File: config.mk
export PLATFORM = sky130hd
export DESIGN_NAME = checksummed_frame_receiver
export DESIGN_NICKNAME = d
export VERILOG_FILES = /design/src/design/cfr_pkg.sv /design/src/design/cfr_win_cell.sv /design/src/design/cfr_out_cell.sv /design/src/design/checksummed_frame_receiver.sv
export SDC_FILE = /design/constraint.sdc
export NUM_CORES = 1
export LEC_CHECK = 0
export ABC_AREA = 1
export BUFFER_PORTS_ARGS = -buffer_cell sky130_fd_sc_hd__buf_2
export CAP_MARGIN = 40
export CORE_MARGIN = 10
export CORE_UTILIZATION = 37
export DETAILED_ROUTE_END_ITERATION = 10
export GPL_TIMING_DRIVEN = 0
export PLACE_DENSITY = 0.6
export SYNTH_ARGS = -nofsm -noshare
export SYNTH_HDL_FRONTEND = slang
export SYNTH_HIERARCHICAL = 1
export SYNTH_SLANG_ARGS = --single-unit
File: constraint.sdc
create_clock -name clk -period 11.5 [get_ports clk]
set_input_delay 3.45 -clock clk [delete_from_list [all_inputs] [get_ports clk]]
set_output_delay 3.45 -clock clk [all_outputs]
set_load 0.05 [all_outputs]
File: src/design/cfr_pkg.sv
package cfr_pkg;

  // Default number of digit bytes carried by one frame.
  localparam int DEF_DIGIT_COUNT = 27;

  // Frame layout and header codes.
  localparam logic [7:0] SYNC_A     = 8'hA5;
  localparam logic [7:0] SYNC_B     = 8'h5A;
  localparam logic [7:0] TYPE_STATE = 8'h01;

  localparam int OFS_SYNC_A = 0;
  localparam int OFS_SYNC_B = 1;
  localparam int OFS_TYPE   = 2;
  localparam int OFS_LEN    = 4;
  localparam int OFS_CTRL   = 6;
  localparam int DIGIT_BASE = 7;

  // The frame is the digit field plus sixteen bytes of header, mask and checksum.
  localparam int FRAME_EXTRA   = 16;
  localparam int PAYLOAD_EXTRA = 10;
  localparam int MASK_BYTES    = 8;

  localparam int BYTE_W  = 8;
  localparam int INDEX_W = 5;
  localparam int BRIGHT_W = 4;
  localparam int MASK_W  = 64;

  // Controls for one cell of the result buffer.
  typedef struct packed {
    logic load;
    logic shift;
  } out_cell_ctrl_t;

endpackage

File: src/design/cfr_win_cell.sv
module cfr_win_cell (
  input  logic       clk,
  input  logic       rst_n,
  input  logic       shift_en,
  input  logic [7:0] d_in,
  output logic [7:0] q
);
  import cfr_pkg::*;

  logic [BYTE_W-1:0] byte_r;
  logic [BYTE_W-1:0] byte_nxt;

  // Cleared at reset so the running checksum built on these cells starts defined.
  always_comb begin
    byte_nxt = shift_en ? d_in : byte_r;
  end

  always_ff @(posedge clk) begin
    if (!rst_n) begin
      byte_r <= '0;
    end else begin
      byte_r <= byte_nxt;
    end
  end

  assign q = byte_r;

endmodule

File: src/design/cfr_out_cell.sv
module cfr_out_cell (
  input  logic                    clk,
  input  cfr_pkg::out_cell_ctrl_t ctrl,
  input  logic [7:0]              load_val,
  input  logic [7:0]              shift_in,
  output logic [7:0]              q
);
  import cfr_pkg::*;

  logic [BYTE_W-1:0] digit_r;
  logic [BYTE_W-1:0] digit_nxt;

  // A new frame takes precedence over moving the queue along.
  always_comb begin
    priority if (ctrl.load) begin
      digit_nxt = load_val;
    end else if (ctrl.shift) begin
      digit_nxt = shift_in;
    end else begin
      digit_nxt = digit_r;
    end
  end

  always_ff @(posedge clk) begin
    digit_r <= digit_nxt;
  end

  assign q = digit_r;

endmodule

File: src/design/checksummed_frame_receiver.sv
// Channel   Direction  Ports                                   Transaction
// -------   ---------  --------------------------------------  ---------------------------
// in_       input      in_valid, in_ready, in_rx_byte          one received byte
// out_      output     out_valid, out_ready, out_digit_index,  one digit of an accepted
//                      out_digit_value, out_all_on,            frame, with the frame's
//                      out_brightness, out_symbol_mask,        control and mask fields
//                      out_last
//
// One byte is taken each cycle that in_ready is high; each byte shifts the window
// of cells by one place. An accepted frame is detected in the cycle after its last
// byte, then drains one digit per cycle with out_ready high from a second row of cells.
// Reset is synchronous and active low; it empties the window and the result buffer.
// in_ready drops only when a complete frame sits in the window while the result
// buffer still holds digits of the previous frame that out_ready has not taken.
module checksummed_frame_receiver #(
  parameter int DIGIT_COUNT = cfr_pkg::DEF_DIGIT_COUNT
) (
  input  logic        clk,
  input  logic        rst_n,
  input  logic        in_valid,
  output logic        in_ready,
  input  logic [7:0]  in_rx_byte,
  output logic        out_valid,
  input  logic        out_ready,
  output logic [4:0]  out_digit_index,
  output logic [7:0]  out_digit_value,
  output logic        out_all_on,
  output logic [3:0]  out_brightness,
  output logic [63:0] out_symbol_mask,
  output logic        out_last
);
  import cfr_pkg::*;

  localparam int FRAME_LEN   = DIGIT_COUNT + FRAME_EXTRA;
  localparam int LEN_CODE    = DIGIT_COUNT + PAYLOAD_EXTRA;
  localparam int SYM_BASE    = DIGIT_BASE + DIGIT_COUNT;
  localparam int FILL_W      = $clog2(FRAME_LEN + 1);
  localparam int IDX_W       = (DIGIT_COUNT > 1) ? $clog2(DIGIT_COUNT) : 1;

  // Window of cells: offset 0 holds the oldest byte, the newest enters at the top.
  logic [BYTE_W-1:0] win_q [FRAME_LEN];
  logic [BYTE_W-1:0] dig_q [DIGIT_COUNT];

  logic              in_fire;
  logic              out_fire;
  logic              frame_hit;
  logic              buf_free;
  logic              load_frame;
  out_cell_ctrl_t    out_ctrl;

  logic [FILL_W-1:0] fill_r;
  logic [FILL_W-1:0] fill_nxt;
  logic [BYTE_W-1:0] sum_r;
  logic [BYTE_W-1:0] sum_nxt;
  logic              busy_r;
  logic              busy_nxt;
  logic [IDX_W-1:0]  idx_r;
  logic [IDX_W-1:0]  idx_nxt;
  logic              all_on_r;
  logic [BRIGHT_W-1:0] bright_r;
  logic [MASK_W-1:0] mask_r;
  logic [MASK_W-1:0] mask_cap;
  logic              idx_last;

  assign in_fire  = in_valid && in_ready;
  assign out_fire = out_valid && out_ready;

  genvar gi;
  generate
    for (gi = 0; gi < FRAME_LEN; gi++) begin : g_win
      if (gi == FRAME_LEN - 1) begin : g_top
        cfr_win_cell u_cell (
          .clk      (clk),
          .rst_n    (rst_n),
          .shift_en (in_fire),
          .d_in     (in_rx_byte),
          .q        (win_q[gi])
        );
      end else begin : g_mid
        cfr_win_cell u_cell (
          .clk      (clk),
          .rst_n    (rst_n),
          .shift_en (in_fire),
          .d_in     (win_q[gi+1]),
          .q        (win_q[gi])
        );
      end
    end
  endgenerate

  // Running checksum over offsets 2 through FRAME_LEN-2. On a shift the byte at
  // offset 2 leaves the range and the byte now at the top moves into it.
  always_comb begin
    sum_nxt = sum_r;
    if (in_fire) begin
      sum_nxt = sum_r - win_q[OFS_TYPE] + win_q[FRAME_LEN-1];
    end
  end

  // The window is tested on registered contents, in the cycle after its last byte.
  assign frame_hit = (fill_r == FILL_W'(FRAME_LEN))
                  && (win_q[OFS_SYNC_A] == SYNC_A)
                  && (win_q[OFS_SYNC_B] == SYNC_B)
                  && (win_q[OFS_TYPE] == TYPE_STATE)
                  && (win_q[OFS_LEN] == BYTE_W'(LEN_CODE))
                  && (sum_r == win_q[FRAME_LEN-1]);

  // The buffer can take a new frame when empty or when its final digit leaves now.
  assign idx_last   = (idx_r == IDX_W'(DIGIT_COUNT - 1));
  assign buf_free   = !busy_r || (out_ready && idx_last);
  assign load_frame = frame_hit && buf_free;

  // A full matching window must not slide before the buffer has room for it.
  assign in_ready = !frame_hit || buf_free;

  // Fill count of bytes since the last accepted frame; a frame consumes the window.
  always_comb begin
    fill_nxt = fill_r;
    if (load_frame) begin
      fill_nxt = in_fire ? FILL_W'(1) : '0;
    end else if (in_fire && (fill_r != FILL_W'(FRAME_LEN))) begin
      fill_nxt = fill_r + FILL_W'(1);
    end
  end

  always_comb begin
    busy_nxt = busy_r;
    idx_nxt  = idx_r;
    priority if (load_frame) begin
      busy_nxt = 1'b1;
      idx_nxt  = '0;
    end else if (out_fire) begin
      if (idx_last) begin
        busy_nxt = 1'b0;
      end
      idx_nxt = idx_r + IDX_W'(1);
    end
  end

  always_ff @(posedge clk) begin
    if (!rst_n) begin
      fill_r <= '0;
      sum_r  <= '0;
      busy_r <= 1'b0;
      idx_r  <= '0;
    end else begin
      fill_r <= fill_nxt;
      sum_r  <= sum_nxt;
      busy_r <= busy_nxt;
      idx_r  <= idx_nxt;
    end
  end

  // Symbol mask: eight bytes after the digit field, first byte in the low bits.
  always_comb begin
    for (int k = 0; k < MASK_BYTES; k++) begin
      mask_cap[k*BYTE_W +: BYTE_W] = win_q[SYM_BASE + k];
    end
  end

  always_ff @(posedge clk) begin
    if (load_frame) begin
      all_on_r <= win_q[OFS_CTRL][0];
      bright_r <= win_q[OFS_CTRL][BYTE_W-1 -: BRIGHT_W];
      mask_r   <= mask_cap;
    end
  end

  // Result buffer: a row of cells loaded in parallel from the digit field and
  // drained toward cell 0, which drives the output.
  assign out_ctrl.load  = load_frame;
  assign out_ctrl.shift = out_fire;

  generate
    for (gi = 0; gi < DIGIT_COUNT; gi++) begin : g_dig
      if (gi == DIGIT_COUNT - 1) begin : g_top
        cfr_out_cell u_cell (
          .clk      (clk),
          .ctrl     (out_ctrl),
          .load_val (win_q[DIGIT_BASE + gi]),
          .shift_in (dig_q[gi]),
          .q        (dig_q[gi])
        );
      end else begin : g_mid
        cfr_out_cell u_cell (
          .clk      (clk),
          .ctrl     (out_ctrl),
          .load_val (win_q[DIGIT_BASE + gi]),
          .shift_in (dig_q[gi+1]),
          .q        (dig_q[gi])
        );
      end
    end
  endgenerate

  assign out_valid       = busy_r;
  assign out_digit_index = INDEX_W'(idx_r);
  assign out_digit_value = dig_q[0];
  assign out_all_on      = all_on_r;
  assign out_brightness  = bright_r;
  assign out_symbol_mask = mask_r;
  assign out_last        = idx_last;

  // Input only stalls behind a result buffer that is still draining.
  a_stall_needs_busy : assert property (@(posedge clk) disable iff (!rst_n)
    !in_ready |-> out_valid)
    else $error("input stalled with an empty result buffer");

  // A loaded frame starts at digit zero.
  a_load_starts_at_zero : assert property (@(posedge clk) disable iff (!rst_n)
    load_frame |=> (out_valid && (idx_r == '0)))
    else $error("frame load did not restart the digit index");

  // Acceptance consumes the window.
  a_load_consumes : assert property (@(posedge clk) disable iff (!rst_n)
    load_frame |=> (fill_r <= FILL_W'(1)))
    else $error("window not consumed after an accepted frame");

  // The fill count never passes the frame length.
  a_fill_bound : assert property (@(posedge clk) disable iff (!rst_n)
    fill_r <= FILL_W'(FRAME_LEN))
    else $error("fill count beyond frame length");

endmodule
# Word-level counts from Yosys, hierarchy flattened
# Cells that the tools add are included.
# totals
regBits	649
latchBits	0
ramBits	0
mem_bits_ro	0
in_bits	12
output_inout_bits	85
memories	0
# op_classes
add_sub_neg	4
multipliers	0
div_mod_pow	0
order_cmp	0
n_eq_ne	8
shift	0
n_mux	58
bitwise_logic	1
n_reduce_logical	19
# ops
cell	n
$mux W8	52
$mux W6	2
$logic_and A1 B1 Y1	10
$add A8 B8 Y8	1
$eq A8 B1 Y1 const B	1
$eq A8 B6 Y1 const B	1
$eq A8 B7 Y1 const B	1
$eq A8 B8 Y1	1
$eq A8 B8 Y1 const B	1
$sub A8 B8 Y8	1
$add A6 B1 Y6 const B	1
$eq A6 B6 Y1 const B	1
$ne A6 B6 Y1 const B	1
$reduce_bool A2 Y1	3
$add A5 B1 Y5 const B	1
$eq A5 B5 Y1 const B	1
$mux W1	4
$logic_not A1 Y1	2
$logic_or A1 B1 Y1	2
$reduce_and A2 Y1	1
$reduce_or A2 Y1	1
$not A1 Y1	1

# Logic depth before layout (Yosys ltp)
# logic_depth
ltp_word	12
depth_mapped	16
mapped_depth_nobuf	14

# Hierarchy
# The synthesis kept the hierarchy.
# by_module_without_submodules
module	instances	cells_each	area_per_inst_um2	seq_area_each_um2
cfr_win_cell	43	51	356.6	160.2
cfr_out_cell	27	35	351.6	240.2
checksummed_frame_receiver	1	383	4144.0	2472.4

# Worst setup path before layout
# OpenSTA, ideal clock, no wires.
# synth_path
path_type	input-to-reg
from	input port out_ready
to	register g_dig[0].g_mid.u_cell.digit_r[0], enable pin
setup_time_ns	0.329
arrival_time_ns	8.848
required_ns	11.171
path_slack_ns	2.323
path_stages	6
path_buffers	1
path_cell_list	nand2_2 > nand2_4 > inv_4 > nor2_1 > buf_6 > or2_1
# synth_between
elab_chain_len	4
elab_cells_between_ends	5
classes_between	reduce/logical (5)
# synth_lines
element	line_no	text
start: declaration	checksummed_frame_receiver.sv:24	input logic out_ready,
$logic_and A1 B1 Y1	checksummed_frame_receiver.sv:110	assign buf_free = !busy_r || (out_ready && idx_last);
$logic_or A1 B1 Y1	checksummed_frame_receiver.sv:110	
$logic_and A1 B1 Y1	checksummed_frame_receiver.sv:111	assign load_frame = frame_hit && buf_free;
$reduce_bool A2 Y1 (no line) (*)	-	
end signal: assignment	cfr_out_cell.sv:25	digit_r <= digit_nxt;
end: declaration	cfr_out_cell.sv:10	logic [BYTE_W-1:0] digit_r;
# Mark *: on every way between the ends. The rest lies on a longest branch, timed or not.
# A chain may end at the register's enable or synchronous reset.

# Worst setup path after layout
# layout_path
from	input port out_ready
to	output port in_ready
# layout_between
elab_chain_len	3
# layout_lines
element	line_no	text
$logic_and A1 B1 Y1	checksummed_frame_receiver.sv:110	
$logic_or A1 B1 Y1	checksummed_frame_receiver.sv:110	
$logic_or A1 B1 Y1	checksummed_frame_receiver.sv:114	assign in_ready = !frame_hit || buf_free;
end: declaration	checksummed_frame_receiver.sv:21	output logic in_ready,
# Every way passes these cells.

==> metrics.txt <==
RSZ-0062 raised after global routing=no; register area share after synthesis=a little over half; Avg Vias per Cell=around 4.2; Syn Nets=approximately 3,600; LEAKAGE=around 14 nW; mapped cell area=approximately 29,000 um2; Final ANT Viol Nets=0; GRT overflow=0; Hold Vio Cnt, Final=0; Setup CP Type=in2out; critical path required time=between 8 and 9 ns; final non-filler cell total=4,796; # setup viols final=0; buffers added on ports=95; largest fanout on the critical path=5; Setup crit start=out_ready; commonest non-fill, non-tap cells in the layout=nand2_1 (1,313), nor2_1 (729), inv_1 (399), dfxtp_1 (364), edfxtp_1 (285); Hold-fix buffers, CTS=0; fin. max-slew vios=0; Die W=about 300 um; layout cells sized above 1=approximately 14%; Post-DP Area=30,900 um2; first-pass GRT wire length=~99,000 um; Post-Place Worst Slack=3.87 ns; commonest non-fill, non-tap cell in the layout=nand2_1; drt pass-1 iters=5; Setup WS post-layout=3.88 ns; Num Clock Sinks=roughly 650; Final nets=approximately 3,700; CTS max path bufs=3; Reg2Reg Setup Slack=roughly 8.1 ns; pwr/cell area=approximately 160 nW/um2; core area=between 70,000 and 80,000 um2; row count=between 100 and 150; Cell variety after synth=36; later-pin clock latency in the skew report=about 0.63 ns; status=complete, no violations; flops & latches, synth=~650; DRT iter0 DRCs=a little under 900; Syn Area/Cell=between 8 and 9 um2; HP Class=reg2reg; cell area after layout=around 33,000 um2; Clock transition at path regs=0.06 ns; largest net degree at the start of global routing=53; total CTS buffers=73; Area Growth Syn to Fin=14.6%; Initial Util=a little under two fifths; Final Skew=0.0471 ns; Vias=about 20,000; Maximum Capacitance Violations=0; Critical Path AT=approximately 4.2 ns; die area=between 80,000 and 90,000 um2; number of buffers added for setup after CTS=0; Syn Inst Count=between 3,000 and 4,000; # resized after CTS=0; antenna violations before repair=0; vias in the first global route=just under 20,000; Min Hold Slack=~0.44 ns; DRC=0; CTS tree=done; DP HPWL=42,400 um; Die Span Y=around 300 um; Total GRT Usage=a little over an eighth; part of the cycle the worst path needs=66.2%; GP Congestion=between 0.8 and 0.9; htree depth=3; drt total wl=roughly 60,000 um; clock period minus worst slack=approximately 7.6 ns; worst slew pin tran=approximately 0.66 ns; Ports=97; clock root buffer=clkbuf_16; crit path launch type=input pin; HP Start=g_win[37].g_mid.u_cell/q[4]; fmax=131 MHz; # diodes=0; Slew HR=56.2%; Cells after DPL=about 4,700; yosys warns=6; WL per Instance=approximately 13 um; Max VDD drop=between 0.1 and 0.15 mV; r2r startpoint=g_win[4].g_mid.u_cell/q[2]; final setup TNS=0 ns; Crit. End Element=primary output
==> cell type report <==
class                      count  area, um2
buffer                       158       2100
clock buffer                 104       2020
clock inverter                31        332
fill                        7794      44400
inverter                     438       1650
multi-input combinational   2276       9380
sequential                   649      15800
tap                         1040       1300
timing repair buffer         100        576
==> Yosys cell counts <==
library cell	instances	area (um2)
nand4_4	2	42.5
edfxtp_1	285	8560
inv_2	35	131
nor2_2	5	31.3
or2_2	2	12.5
nand3b_1	1	7.51
nand2_2	97	607
fa_1	7	140
nor2_1	730	2740
nand3_1	11	55.1
o21bai_1	1	7.51
o21ai_2	2	17.5
a21oi_2	2	17.5
nor3_1	3	15.0
or2_1	28	175
nand3_4	1	17.5
xor2_1	7	61.3
nand4_1	5	31.3
a21oi_1	19	95.1
o21ai_0	10	50.1
nor3b_1	2	15.0
clkbuf_2	1	5.00
nand2_4	3	33.8
inv_4	3	18.8
buf_12	1	20.0
nand2_1	1313	4930
ha_1	11	138
buf_6	70	788
nor2_4	5	56.3
nor3_2	1	10.0
nand3_2	1	10.0
xnor2_1	4	35.0
dfxtp_1	364	7290
buf_8	86	1290
nor4_1	3	18.8
inv_1	400	1500
==> kinds of logic after synthesis <==
group | Yosys count | share of synthesized area (%)
simple gates | 2213 | 30.4
flops | 649 | 54.7
buf+inv | 596 | 13.0
xor+xnor | 11 | 0.333
compound gates | 34 | 0.648
fa+ha+maj | 18 | 0.959
==> metal layers <==
metal / vias to the layer above / GRT usage [%] / wire length [um]
li1: 10863 / - / -
met1: 8725 / 17.3 / 28800
met2: 269 / 21.9 / 27200
met3: 100 / 2.73 / 2760
met4: 0 / 4.08 / 1230
met5: - / 0 / 0
==> worst max-delay path: stages <==
cell     delay [ns]
buf_2          0.11
nand2_2        0.07
nand2_4        0.08
or2_1          0.24
buf_2          0.21
==> stage by stage <==
stage          utilization [%]  power [mW]
5_1_grt                   42.8        5.50
3_3_place_gp              39.6        3.04
2_1_floorplan                -        2.95
3_5_place_dp              39.8        3.05
4_1_cts                   42.8        5.33
6_report                  42.8        5.25
==> path summary, 6_finish.rpt <==
kind | cells after the start | endpoint
max reg2reg | 12 | g_dig[23].g_mid.u_cell/q[7]
max | 5 | in_ready
min | 0 | out_symbol_mask[28]
min reg2reg | 0 | out_symbol_mask[28]
==> registers in the layout, summed over array words and instances (netlist names) <==
signal and cells:
g_win.g_mid.u_cell/q 336, g_dig.g_mid.u_cell/q 208, out_symbol_mask 64, g_dig.g_top.u_cell/q 8, g_win.g_top.u_cell/q 8, sum_r 8
fill_r 6, out_digit_index 5, out_brightness 4, out_all_on 1, out_valid 1
==> power breakdown <==
| part | internal, mW | switching [mW] | total, mW | leakage [nW] |
|---|---|---|---|---|
| registers | 2.48 | 0.0799 | 2.56 | 4.84 |
| clock network | 1.29 | 0.961 | 2.26 | 1.14 |
| logic | 0.194 | 0.246 | 0.440 | 8.33 |
Note: power is estimated with default switching activity, not from simulation.
